===== src/rtl/pcp_pkg.sv =====
`default_nettype none

package pcp_pkg;

  localparam int FORMULA_DEPTH = 32;
  localparam int MAX_RESULTS   = 48;

  localparam int POS_W = $clog2(FORMULA_DEPTH + 1);
  localparam int CNT_W = $clog2(MAX_RESULTS + 1);

  typedef logic [POS_W-1:0] pos_t;
  typedef logic [CNT_W-1:0] cnt_t;

  localparam pos_t DEPTH_POS = pos_t'(FORMULA_DEPTH);
  localparam pos_t LAST_POS  = pos_t'(FORMULA_DEPTH - 1);
  localparam cnt_t MAX_CNT   = cnt_t'(MAX_RESULTS);

  localparam logic [7:0] SYM_OPEN  = 8'd40;
  localparam logic [7:0] SYM_CLOSE = 8'd41;

  typedef struct packed {
    logic [7:0] sym;
    logic       tag;
  } entry_t;

  // Commands from the controller to the row of cells.
  typedef struct packed {
    logic   shift;
    logic   load;
    logic   mark;
    entry_t fresh;
  } chain_ctl_t;

  // Requests from the controller to the output stage.
  typedef struct packed {
    logic       emit;
    logic [7:0] sym;
    logic       flush;
    logic       ovf;
  } emit_t;

  typedef enum logic [3:0] {
    ST_LOAD,
    ST_OVF,
    ST_REWIND_FIND,
    ST_FIND,
    ST_OPEN,
    ST_HEAD,
    ST_NEXT,
    ST_SEARCH,
    ST_REWIND_SEARCH,
    ST_CLOSE,
    ST_FLUSH
  } state_t;

endpackage

`default_nettype wire


===== src/rtl/permutation_cycle_product.sv =====
// While loading, a symbol is taken whenever in_valid is high; the symbol marked last starts the product.
// The product walks a ring of FORMULA_DEPTH cells past one head cell, one entry per
// cycle while stalls from out_ready do not hold it; each scan or rewind passes the
// ring at most once.
// Results leave one per cycle at most; no new symbol is taken until the run ends.
// Synchronous active-high reset clears control state; the ring needs no clearing pass.
`default_nettype none

module permutation_cycle_product (
  input  wire logic       clk,
  input  wire logic       rst,
  input  wire logic       in_valid,
  output logic            in_ready,
  input  wire logic [7:0] symbol,
  input  wire logic       last,
  output logic            out_valid,
  input  wire logic       out_ready,
  output logic [7:0]      out_symbol,
  output logic            out_last,
  output logic            overflow
);

  pcp_pkg::chain_ctl_t ctl;
  pcp_pkg::emit_t      em;
  pcp_pkg::entry_t     head;
  logic                out_free;

  pcp_ctrl u_ctrl (
    .clk      (clk),
    .rst      (rst),
    .in_valid (in_valid),
    .in_ready (in_ready),
    .symbol   (symbol),
    .last     (last),
    .head     (head),
    .out_free (out_free),
    .ctl      (ctl),
    .em       (em)
  );

  pcp_chain u_chain (
    .clk  (clk),
    .ctl  (ctl),
    .head (head)
  );

  pcp_out u_out (
    .clk        (clk),
    .rst        (rst),
    .em         (em),
    .out_free   (out_free),
    .out_valid  (out_valid),
    .out_ready  (out_ready),
    .out_symbol (out_symbol),
    .out_last   (out_last),
    .overflow   (overflow)
  );

endmodule

`default_nettype wire


===== src/rtl/pcp_cell.sv =====
`default_nettype none

module pcp_cell (
  input  wire logic            clk,
  input  wire logic            shift,
  input  wire logic            mark,
  input  wire pcp_pkg::entry_t d,
  output pcp_pkg::entry_t      q
);

  // The tag of the word passing in may be set on its way.
  always_ff @(posedge clk) begin
    if (shift) begin
      q.sym <= d.sym;
      q.tag <= d.tag | mark;
    end
  end

endmodule

`default_nettype wire


===== src/rtl/pcp_chain.sv =====
`default_nettype none

module pcp_chain (
  input  wire logic                clk,
  input  wire pcp_pkg::chain_ctl_t ctl,
  output pcp_pkg::entry_t          head
);

  pcp_pkg::entry_t q [pcp_pkg::FORMULA_DEPTH];
  pcp_pkg::entry_t d [pcp_pkg::FORMULA_DEPTH];
  pcp_pkg::entry_t feed;

  // While loading, new words enter at the tail; otherwise the ring closes on itself.
  assign feed = ctl.load ? ctl.fresh : q[0];
  assign head = q[0];

  for (genvar j = 0; j < pcp_pkg::FORMULA_DEPTH; j++) begin : g_cell
    if (j == pcp_pkg::FORMULA_DEPTH - 1) begin : g_tail
      assign d[j] = feed;
      pcp_cell u_cell (
        .clk   (clk),
        .shift (ctl.shift),
        .mark  (ctl.mark & ~ctl.load),
        .d     (d[j]),
        .q     (q[j])
      );
    end else begin : g_body
      assign d[j] = q[j+1];
      pcp_cell u_cell (
        .clk   (clk),
        .shift (ctl.shift),
        .mark  (1'b0),
        .d     (d[j]),
        .q     (q[j])
      );
    end
  end

endmodule

`default_nettype wire


===== src/rtl/pcp_ctrl.sv =====
`default_nettype none

module pcp_ctrl (
  input  wire logic            clk,
  input  wire logic            rst,
  input  wire logic            in_valid,
  output logic                 in_ready,
  input  wire logic [7:0]      symbol,
  input  wire logic            last,
  input  wire pcp_pkg::entry_t head,
  input  wire logic            out_free,
  output pcp_pkg::chain_ctl_t  ctl,
  output pcp_pkg::emit_t       em
);

  pcp_pkg::state_t state, state_next;
  pcp_pkg::pos_t   pos, pos_next;
  pcp_pkg::pos_t   fill;
  logic [7:0]      start;
  logic [7:0]      cur;
  logic            wrapped;
  logic [7:0]      cycle_head;
  logic            expect_head;
  logic            overflowed;

  logic accept;
  logic has_room;
  logic in_range;
  logic head_hit;
  logic closes;
  logic rewinding;
  logic clear;

  assign accept    = in_valid && in_ready;
  assign has_room  = fill < pcp_pkg::DEPTH_POS;
  assign in_range  = pos < fill;
  assign head_hit  = !head.tag && (head.sym == cur);
  assign closes    = (cur == start) || wrapped;
  assign rewinding = (state == pcp_pkg::ST_REWIND_FIND) ||
                     (state == pcp_pkg::ST_REWIND_SEARCH);
  assign clear     = out_free &&
                     ((state == pcp_pkg::ST_FLUSH) || (state == pcp_pkg::ST_OVF));

  // Next state.
  always_comb begin
    state_next = state;
    unique case (state)
      pcp_pkg::ST_LOAD: begin
        if (accept && last) begin
          if (overflowed || !has_room) begin
            state_next = pcp_pkg::ST_OVF;
          end else begin
            state_next = pcp_pkg::ST_REWIND_FIND;
          end
        end
      end
      pcp_pkg::ST_OVF: begin
        if (out_free) state_next = pcp_pkg::ST_LOAD;
      end
      pcp_pkg::ST_REWIND_FIND: begin
        if (out_free && pos == '0) state_next = pcp_pkg::ST_FIND;
      end
      pcp_pkg::ST_FIND: begin
        if (out_free) begin
          if (!in_range) begin
            state_next = pcp_pkg::ST_FLUSH;
          end else if (!head.tag) begin
            state_next = pcp_pkg::ST_OPEN;
          end
        end
      end
      pcp_pkg::ST_OPEN: begin
        if (out_free) state_next = pcp_pkg::ST_HEAD;
      end
      pcp_pkg::ST_HEAD: begin
        if (out_free) state_next = pcp_pkg::ST_NEXT;
      end
      pcp_pkg::ST_NEXT: begin
        if (out_free) state_next = pcp_pkg::ST_SEARCH;
      end
      pcp_pkg::ST_SEARCH: begin
        if (out_free) begin
          if (in_range) begin
            if (head_hit) state_next = pcp_pkg::ST_NEXT;
          end else if (closes) begin
            state_next = pcp_pkg::ST_CLOSE;
          end else begin
            state_next = pcp_pkg::ST_REWIND_SEARCH;
          end
        end
      end
      pcp_pkg::ST_REWIND_SEARCH: begin
        if (out_free && pos == '0) state_next = pcp_pkg::ST_SEARCH;
      end
      pcp_pkg::ST_CLOSE: begin
        if (out_free) state_next = pcp_pkg::ST_REWIND_FIND;
      end
      pcp_pkg::ST_FLUSH: begin
        if (out_free) state_next = pcp_pkg::ST_LOAD;
      end
      default: state_next = pcp_pkg::ST_LOAD;
    endcase
  end

  // Outputs to the ring and to the output stage.
  always_comb begin
    in_ready = 1'b0;
    ctl      = '0;
    em       = '0;
    unique case (state) inside
      pcp_pkg::ST_LOAD: begin
        in_ready = 1'b1;
        if (in_valid && has_room) begin
          ctl.shift = 1'b1;
          ctl.load  = 1'b1;
          if (symbol == pcp_pkg::SYM_OPEN) begin
            ctl.fresh = '{sym: pcp_pkg::SYM_OPEN, tag: 1'b1};
          end else if (symbol == pcp_pkg::SYM_CLOSE) begin
            // A closing parenthesis is kept as a tagged copy of the cycle's first letter.
            ctl.fresh = '{sym: cycle_head, tag: 1'b1};
          end else begin
            ctl.fresh = '{sym: symbol, tag: 1'b0};
          end
        end
      end
      pcp_pkg::ST_OVF: begin
        em.ovf = out_free;
      end
      pcp_pkg::ST_REWIND_FIND, pcp_pkg::ST_REWIND_SEARCH: begin
        ctl.shift = out_free && (pos != '0) && (pos != pcp_pkg::DEPTH_POS);
      end
      pcp_pkg::ST_FIND: begin
        ctl.shift = out_free && in_range;
        ctl.mark  = !head.tag;
      end
      pcp_pkg::ST_OPEN: begin
        em.emit = out_free;
        em.sym  = pcp_pkg::SYM_OPEN;
      end
      pcp_pkg::ST_HEAD: begin
        em.emit = out_free;
        em.sym  = start;
      end
      pcp_pkg::ST_NEXT: begin
        ctl.shift = out_free && in_range;
      end
      pcp_pkg::ST_SEARCH: begin
        if (in_range) begin
          ctl.shift = out_free;
          ctl.mark  = head_hit;
        end else begin
          // No untagged match to the right: unless the cycle closes, name the letter and rescan from the left.
          em.emit = out_free && !closes;
          em.sym  = cur;
        end
      end
      pcp_pkg::ST_CLOSE: begin
        em.emit = out_free;
        em.sym  = pcp_pkg::SYM_CLOSE;
      end
      pcp_pkg::ST_FLUSH: begin
        em.flush = out_free;
      end
      default: begin
        in_ready = 1'b0;
      end
    endcase
  end

  // The position of the word in the head cell follows every rotation of the ring.
  always_comb begin
    pos_next = pos;
    if (clear) begin
      pos_next = '0;
    end else if (rewinding && out_free && pos == pcp_pkg::DEPTH_POS) begin
      pos_next = '0;
    end else if (ctl.shift) begin
      if (rewinding && pos == pcp_pkg::LAST_POS) begin
        pos_next = '0;
      end else begin
        pos_next = pos + pcp_pkg::pos_t'(1);
      end
    end
  end

  always_ff @(posedge clk) begin
    if (rst) begin
      state       <= pcp_pkg::ST_LOAD;
      pos         <= '0;
      fill        <= '0;
      cycle_head  <= '0;
      expect_head <= 1'b0;
      overflowed  <= 1'b0;
      wrapped     <= 1'b0;
    end else begin
      state <= state_next;
      pos   <= pos_next;
      if (clear) begin
        fill        <= '0;
        cycle_head  <= '0;
        expect_head <= 1'b0;
        overflowed  <= 1'b0;
      end else if (accept) begin
        if (!has_room) begin
          overflowed <= 1'b1;
        end else begin
          fill <= fill + pcp_pkg::pos_t'(1);
          if (symbol == pcp_pkg::SYM_OPEN) begin
            expect_head <= 1'b1;
          end else if (symbol != pcp_pkg::SYM_CLOSE && expect_head) begin
            cycle_head  <= symbol;
            expect_head <= 1'b0;
          end
        end
      end
      if (out_free && state == pcp_pkg::ST_NEXT) begin
        wrapped <= 1'b0;
      end else if (em.emit && state == pcp_pkg::ST_SEARCH) begin
        wrapped <= 1'b1;
      end
    end
  end

  always_ff @(posedge clk) begin
    if (out_free && state == pcp_pkg::ST_FIND && in_range && !head.tag) begin
      start <= head.sym;
    end
    if (out_free && state == pcp_pkg::ST_NEXT) begin
      cur <= in_range ? head.sym : start;
    end
  end

endmodule

`default_nettype wire


===== src/rtl/pcp_out.sv =====
`default_nettype none

module pcp_out (
  input  wire logic           clk,
  input  wire logic           rst,
  input  wire pcp_pkg::emit_t em,
  output logic                out_free,
  output logic                out_valid,
  input  wire logic           out_ready,
  output logic [7:0]          out_symbol,
  output logic                out_last,
  output logic                overflow
);

  logic          hold_valid;
  logic [7:0]    hold_sym;
  pcp_pkg::cnt_t count;

  logic keep;
  logic push;
  logic flush;
  logic out_load;

  // One character is held back so that the final one can be marked when the run ends.
  assign out_free = !out_valid || out_ready;
  assign keep     = em.emit && (count < pcp_pkg::MAX_CNT);
  assign push     = keep && hold_valid;
  assign flush    = em.flush && hold_valid;
  assign out_load = push || flush || em.ovf;

  always_ff @(posedge clk) begin
    if (rst) begin
      out_valid  <= 1'b0;
      hold_valid <= 1'b0;
      count      <= '0;
    end else begin
      if (out_free) out_valid <= out_load;
      if (em.flush) begin
        hold_valid <= 1'b0;
        count      <= '0;
      end else if (keep) begin
        hold_valid <= 1'b1;
        count      <= count + pcp_pkg::cnt_t'(1);
      end
    end
  end

  always_ff @(posedge clk) begin
    if (keep) hold_sym <= em.sym;
    if (out_free && out_load) begin
      if (em.ovf) begin
        out_symbol <= '0;
        out_last   <= 1'b1;
        overflow   <= 1'b1;
      end else begin
        out_symbol <= hold_sym;
        out_last   <= flush;
        overflow   <= 1'b0;
      end
    end
  end

endmodule

`default_nettype wire


===== config.mk =====
export PLATFORM = sky130hd
export DESIGN_NAME = permutation_cycle_product
export DESIGN_NICKNAME = d
export VERILOG_FILES = /design/src/rtl/pcp_pkg.sv /design/src/rtl/permutation_cycle_product.sv /design/src/rtl/pcp_cell.sv /design/src/rtl/pcp_chain.sv /design/src/rtl/pcp_ctrl.sv /design/src/rtl/pcp_out.sv
export SDC_FILE = /design/constraint.sdc
export NUM_CORES = 1
export LEC_CHECK = 0
export BUFFER_PORTS_ARGS = -buffer_cell sky130_fd_sc_hd__buf_2
export CELL_PAD_IN_SITES_DETAIL_PLACEMENT = 1
export CELL_PAD_IN_SITES_GLOBAL_PLACEMENT = 1
export CORE_ASPECT_RATIO = 1.75
export CORE_UTILIZATION = 48
export CTS_CLUSTER_SIZE = 8
export DETAILED_ROUTE_END_ITERATION = 8
export GPL_TIMING_DRIVEN = 0
export PLACE_DENSITY = 0.76
export SETUP_SLACK_MARGIN = 0.5
export SLEW_MARGIN = 10
export SYNTH_ARGS = -nofsm -noshare
export SYNTH_HDL_FRONTEND = slang
export SYNTH_HIERARCHICAL = 1
export SYNTH_SLANG_ARGS = --single-unit

===== constraint.sdc =====
create_clock -name clk -period 7.2 [get_ports clk]
set_input_delay 0.72 -clock clk [delete_from_list [all_inputs] [get_ports clk]]
set_output_delay 0.72 -clock clk [all_outputs]
set_load 0.02 [all_outputs]

==> impl_metrics.csv, run 1 <==
group,metric,value,unit
status,outcome,"finished clean",
grt,grt_usage,17.6,%
setup_path,crit_fanout,12,
detailed_routing,ant_nets,0,
setup_path,cp_slowest_cell,"a21oi_1",
synthesis,ys_seq_elements,357,
grt,gr-total-overflow,0,
setup_path,worstPathArrival,4390,ps
floorplanning,die_h,216,um
setup_path,r2r_cells,11,
cts,cts.sinks,357,
grt,grt_antenna_before_repair,3,
place,dpl_worst_slack,2970,ps
sta,setup-violations-final,0,
sta,fin_crit_sh,58.6,%
setup_path,path_cells,"inv_1, ha_1, nand4_1, o21ai_1, clkbuf_1, and4_1, o21a_1, a21bo_4, inv_1, a21oi_1, a21oi_1",
sta,finalSetupTns,0,ps
floorplanning,dieArea,0.0269,mm2
synthesis,ys_seq_area_share,82.5,%
finish,final_area,0.0148,mm2
cts,cts-hold-fix-buffers,0,
sta,hold_viol,0,
synthesis,synthCells,710,
grt,grt_pass1_vias,6684,
cts,clk_latency,560,ps
finish,final_layout_size_suffix_gt1_share,14.3,%
sta,max_freq,0.237,GHz
synthesis,yosys_most_used_dff,"edfxtp_1",
floorplanning,die_w,124,um
min_path,hold_path_class,"input pin to flop",
cts,cts_buffers,50,
place,dpl.hpwl,14200,um
power_and_ir_drop,powerDensity,472,mW/mm2
setup_path,worstPathRequired,7360,ps
cts,cts_tree,"done",
detailed_routing,totalWireLength,22700,um
detailed_routing,vias,6120,
synthesis,syn_area_per_cell,17.7,um2
power_and_ir_drop,ir_worst_vdd,0.315,mV
floorplanning,start_util,48.6,%
setup_path,critPathLaunch,"u_ctrl/fill[5]$_SDFFE_PP0P_",
power_and_ir_drop,p_leak,5.01,nW
synthesis,syn-cell-area,0.0126,mm2
finish,syn_to_final_growth,17.6,%
floorplanning,rows,78,
grt,grt_max_degree,47,
setup_path,start_kind,"flop",
detailed_routing,wl_per_cell,19.4,um
cts,path_clk_slew,50,ps
cts,clock_path_buffers,3,
cts,cts_resized,0,
synthesis,ys_warn_count,6,
floorplanning,core_area,0.0259,mm2
setup_path,rr_endpoint,"u_out/out_last$_SDFFCE_PP1P_",
detailed_routing,drtIter0Drc,439,
place,place_area,0.0134,mm2
place,io_buffers,24,
finish,nets,846,
place,gp_congestion,0.847,
sta,skew,20.4,ps
detailed_routing,viasPerCell,5.21,
synthesis,async_flop_share,0,%
detailed_routing,firstDrtPassIters,4,
grt,grt_pass1_wl,36400,um
sta,finalCriticalPeriod,4220,ps
detailed_routing,drc,0,
setup_path,rrSetupSlack,2980,ps
sta,worstMarginPinSlew,955,ps
sta,slew_headroom,36.4,%
setup_path,worstSetupEndpoint,"u_out/out_last$_SDFFCE_PP1P_",
setup_path,r2r_start,"u_ctrl/fill[5]$_SDFFE_PP0P_",
setup_path,cp-end-kind,"flop",
synthesis,synth_cell_types,54,
sta,maxSlewViolCount,0,
sta,fin_ws,2980,ps
synthesis,synth_edf_count,322,
cts,htree_levels,2,
sta,rsz0062_at_grt,"false",
cts,post-cts-setup-buffer-count,0,
cts,root_buffer,"clkbuf_16",
floorplanning,io_pins,25,
setup_path,cp_slowest_stage_delay,760,ps
flow_run,max_cap_viol_count,0,
setup_path,crit_type,"flop to flop",
==> cells in the mapped netlist (all sizes together) (10+ instances only) <==
cell type | count | share of area [%]
a21oi | 43 | 1.7
clkbuf | 13 | 0.39
dfxtp | 35 | 5.6
edfxtp | 322 | 77
inv | 18 | 0.54
mux2 | 18 | 1.9
nand2 | 30 | 0.90
nand2b | 15 | 0.75
nand3 | 19 | 0.76
nor2 | 30 | 0.90
nor2b | 11 | 0.55
o21ai | 16 | 0.64
or2 | 35 | 1.8
xnor2 | 13 | 0.91
xor2 | 10 | 0.70
==> critical path, delay by kind of cell (launching register included) <==
family / cells / cell delay, ps
flops: 1 / 460
compound gates: 5 / 1700
simple gates: 2 / 410
buf+inv: 3 / 950
fa+ha+maj: 1 / 310
==> flip-flops by register name, summed over array words and instances (netlist names), 4 cells and up <==
name                            cells
u_ctrl/start                        8
u_ctrl/state                        4
u_ctrl/pos                          6
u_chain/g_cell.g_body.u_cell/q    279
u_out/count                         6
u_chain/g_cell.g_tail.u_cell/q      9
u_out/out_symbol                    8
u_ctrl/cur                          8
u_out/hold_sym                      8
u_ctrl/cycle_head                   8
u_ctrl/fill                         6
==> power breakdown <==
part / internal [mW] / leakage (nW) / switching, mW
clock network: 1.28 / 0.675 / 0.815
logic: 0.344 / 1.05 / 0.763
registers: 3.50 / 3.29 / 0.291
total: 5.12 / 5.01 / 1.87
==> placed cells by master, fill, tap and decap left out, types with 3 or more instances in the layout <==
| cell type | Yosys | final |
|---|---|---|
| dfxtp_1 | 35 | 35 |
| xor2_1 | 10 | 10 |
| ha_1 | 9 | 9 |
| o211a_1 | 3 | 3 |
| nand3_1 | 19 | 19 |
| or3_1 | 8 | 8 |
| nand2b_1 | 15 | 15 |
| nor3_1 | 8 | 7 |
| inv_1 | 18 | 17 |
| or2_1 | 32 | 32 |
| nor2b_1 | 11 | 11 |
| buf_2 | 4 | 28 |
| edfxtp_1 | 322 | 322 |
| xnor2_1 | 13 | 13 |
| and2_1 | 4 | 4 |
| clkbuf_16 | 0 | 50 |
| nor2_1 | 30 | 30 |
| o21ai_0 | 15 | 15 |
| nand4_1 | 4 | 4 |
| conb_1 | 1 | 31 |
| nand2_1 | 30 | 30 |
| mux2_2 | 9 | 9 |
| a31oi_1 | 5 | 5 |
| buf_12 | 0 | 7 |
| nor4_1 | 6 | 4 |
| clkbuf_1 | 13 | 40 |
| a21oi_1 | 43 | 43 |
| mux2_4 | 9 | 9 |
==> routing by layer <==
metal	GRT usage [%]	share of wire (%)
met5	0	0.057
met2	30.1	52
met4	7.55	2.6
met3	3.85	4.0
met1	21.4	41
==> worst min path at each step <==
stage	slack, ps	from	cells after the start	to
floorplan	400	u_chain/g_cell[1].g_body.u_cell/q[1]$_DFFE_PP_	0	u_chain/g_cell[0].g_body.u_cell/q[1]$_DFFE_PP_
global placement	410	u_chain/g_cell[26].g_body.u_cell/q[6]$_DFFE_PP_	0	u_chain/g_cell[25].g_body.u_cell/q[6]$_DFFE_PP_
detailed placement	410	u_chain/g_cell[17].g_body.u_cell/q[8]$_DFFE_PP_	0	u_chain/g_cell[16].g_body.u_cell/q[8]$_DFFE_PP_
CTS	340	rst	2	u_out/out_valid$_SDFFE_PP0P_
global route	360	rst	2	u_out/out_valid$_SDFFE_PP0P_
finish	370	rst	2	u_out/out_valid$_SDFFE_PP0P_
==> through the flow <==
step	power [mW]	util, %	hold slack (ps)	std cells
floorplan	4.54	-	400	740
global placement	4.92	51.1	407	1084
detailed placement	4.94	51.7	405	1092
CTS	7.09	57.1	345	1173
global route	7.32	57.2	364	1174
finish	6.99	57.2	373	1174
==> final cells by class <==
cell class	count	area [um2]
antenna	1	2.50
inverter	18	71.3
buffer	19	83.8
multi-input combinational	346	2180
tap	320	400
clock buffer	77	1350
clock inverter	4	60.1
sequential	357	10400
fill	2311	11100
timing repair buffer	32	268
==> cell families (layout without fill, tap and decap cells) <==
| logic type | Yosys count | in the layout | share of synthesized area, % |
|---|---|---|---|
| other | 1 | 32 | 0.0298 |
| flip-flops | 357 | 357 | 82.5 |
| AO/OA/AOI/OAI | 84 | 84 | 4.05 |
| buffers and inverters | 37 | 150 | 1.20 |
| XOR/XNOR | 23 | 23 | 1.60 |
| multiplexers | 20 | 20 | 2.04 |
| adder cells (fa/ha/maj) | 9 | 9 | 0.895 |
| AND/OR/NAND/NOR | 179 | 179 | 7.72 |
Note: power is estimated with default switching activity, not from simulation.
==> inputs of run 2 (changes only) <==
--- a/config.mk
+++ b/config.mk
@@ -9,11 +9,11 @@
 export CELL_PAD_IN_SITES_DETAIL_PLACEMENT = 1
 export CELL_PAD_IN_SITES_GLOBAL_PLACEMENT = 1
 export CORE_ASPECT_RATIO = 1.75
-export CORE_UTILIZATION = 48
+export CORE_UTILIZATION = 51
 export CTS_CLUSTER_SIZE = 8
 export DETAILED_ROUTE_END_ITERATION = 8
 export GPL_TIMING_DRIVEN = 0
-export PLACE_DENSITY = 0.76
+export PLACE_DENSITY = 0.77
 export SETUP_SLACK_MARGIN = 0.5
 export SLEW_MARGIN = 10
 export SYNTH_ARGS = -nofsm -noshare
==> constraint.sdc (replaced) <==
create_clock -name clk -period 4.1 [get_ports clk]
set_input_delay 0.41 -clock clk [delete_from_list [all_inputs] [get_ports clk]]
set_output_delay 0.41 -clock clk [all_outputs]
set_load 0.02 [all_outputs]
==> impl_metrics.csv, run 2 (synthesis results as in run 1) <==
group,metric,value,unit
status,outcome,"finished clean",
setup_path,cp-end-kind,"flop",
finish,final_common_cell,"edfxtp_1",
finish,final_core_util,62.2,%
floorplanning,die_w,121,um
cts,clk_latency,550,ps
cts,cts_tree,"done",
sta,fin_ws,693,ps
cts,path_clk_slew,50,ps
finish,nets,854,
power_and_ir_drop,p_sw,3.42,mW
setup_path,critPathLaunch,"u_ctrl/pos[3]$_SDFFE_PP0P_",
setup_path,r2r_start,"u_ctrl/pos[3]$_SDFFE_PP0P_",
sta,slew_headroom,44.3,%
detailed_routing,ant_nets,0,
finish,largest_reg_flops,279,
power_and_ir_drop,p_leak,5.10,nW
cts,cts.sinks,357,
sta,setup-violations-final,0,
grt,grt_pass1_vias,6938,
finish,top_regs,"u_chain/g_cell.g_body.u_cell/q: 279 flops, u_chain/g_cell.g_tail.u_cell/q: 9 flops",
grt,grt_pass1_wl,39100,um
place,post-place-cells,1080,
setup_path,start_kind,"flop",
finish,top_register,"u_chain/g_cell.g_body.u_cell/q",
floorplanning,rows,75,
sta,rsz0062_at_grt,"false",
floorplanning,core_area,0.0241,mm2
floorplanning,start_util,52.1,%
power_and_ir_drop,power_frac_seq,52.7,%
detailed_routing,firstDrtPassIters,6,
setup_path,worstPathRequired,4320,ps
cts,root_buffer,"clkbuf_16",
setup_path,crit_type,"flop to flop",
finish,final-instance-count-excl-fill,1180,
place,io_buffers,24,
finish,nFillCells,2106,
cts,clock_path_buffers,3,
sta,finalCriticalPeriod,3410,ps
setup_path,crit_fanout,28,
setup_path,worstPathArrival,3630,ps
cts,htree_levels,2,
detailed_routing,totalWireLength,25000,um
grt,grt_antenna_before_repair,4,
cts,cts_buffers,50,
finish,final_layout_size_suffix_gt1_share,15.5,%
floorplanning,io_pins,25,
detailed_routing,wl_per_cell,21.2,um
cts,cts-hold-fix-buffers,0,
finish,syn_to_final_growth,19.2,%
min_path,hold_path_class,"input pin to flop",
grt,gr-total-overflow,0,
sta,max_freq,0.293,GHz
sta,maxSlewViolCount,0,
grt,grt_usage,20.6,%
floorplanning,dieArea,0.0253,mm2
power_and_ir_drop,pwr-share-comb,18.1,%
detailed_routing,drtIter0Drc,370,
power_and_ir_drop,power_frac_clock,29.1,%
sta,fin_crit_sh,83.1,%
flow_run,max_cap_viol_count,0,
power_and_ir_drop,ir_worst_vdd,0.521,mV
sta,hold_viol,0,
power_and_ir_drop,switching_share,27.0,%
place,place_area,0.0134,mm2
sta,skew,29.3,ps
finish,layout_common_cells,"322 x edfxtp_1, 52 x clkbuf_16, 51 x clkbuf_1",
place,dpl.hpwl,13900,um
grt,grt_max_degree,44,
place,dpl_worst_slack,-114,ps
finish,final_area,0.0150,mm2
detailed_routing,vias,6270,
setup_path,rrSetupSlack,690,ps
sta,worstMarginPinSlew,831,ps
detailed_routing,drc,0,
power_and_ir_drop,powerDensity,845,mW/mm2
min_path,hp-start,"rst",
place,gp_congestion,0.826,
detailed_routing,viasPerCell,5.31,
floorplanning,die_h,210,um
power_and_ir_drop,p_int,9.24,mW
sta,finalSetupTns,0,ps
run 2: repair_timing:
item,4_1_cts,5_1_grt
gates cloned,3,2
buffers inserted,1,1
gates resized for setup,7,1
setup endpoints to repair,157,38
run 2: layout make-up:
cell class	instances	area [um2]	share of cell area (%)
multi-input combinational	346	2200	14.7
sequential	357	10400	69.2
timing repair inverter	1	5.00	0.0334
buffer	19	91.3	0.609
clock buffer	89	1400	9.32
inverter	18	75.1	0.501
timing repair buffer	39	440	2.94
tap	308	385	2.57
clock inverter	2	21.3	0.142
antenna	1	2.50	0.0167
run 2: routing by layer:
metal / track usage (%) / part of all wire, %
met1: 25.4 / 40
met2: 35.7 / 53
met3: 3.61 / 3.5
met4: 8.30 / 2.9
met5: 0 / 0.11
run 2: path summary, 6_finish.rpt:
check                                              endpoint  depth (start not counted)
max reg2reg  u_chain/g_cell[2].g_body.u_cell/q[2]$_DFFE_PP_                         12
max          u_chain/g_cell[2].g_body.u_cell/q[2]$_DFFE_PP_                         12
min reg2reg  u_chain/g_cell[2].g_body.u_cell/q[3]$_DFFE_PP_                          0
min                            u_out/out_valid$_SDFFE_PP0P_                          2
run 2: through the flow:
| stage | hold WS [ps] | power (mW) |
|---|---|---|
| finish | 67.7 | 12.7 |
| global route | 78.7 | 13.2 |
| CTS | 50.8 | 12.7 |
| detailed placement | 405 | 8.67 |
| global placement | 404 | 7.42 |
| floorplan | 400 | 7.56 |
run 2: power groups by stage:
stage | Clock (mW) | Sequential, mW | Combinational (mW)
2_1_floorplan | 0 | 6.39 | 1.16
3_3_place_gp | 0 | 6.07 | 1.36
3_5_place_dp | 0 | 6.67 | 2.00
4_1_cts | 3.78 | 6.70 | 2.20
5_1_grt | 3.91 | 6.83 | 2.47
6_report | 3.69 | 6.67 | 2.30
run 2: critical path: stages, from the launching register on:
cell and delay, ps:
dfxtp_1 430, ha_1 300, a211o_1 280, a21oi_1 130, o21ai_1 150, o41a_1 460
buf_6 160, clkinvlp_4 150, buf_12 190, buf_16 190, buf_16 190, buf_16 180
buf_12 210
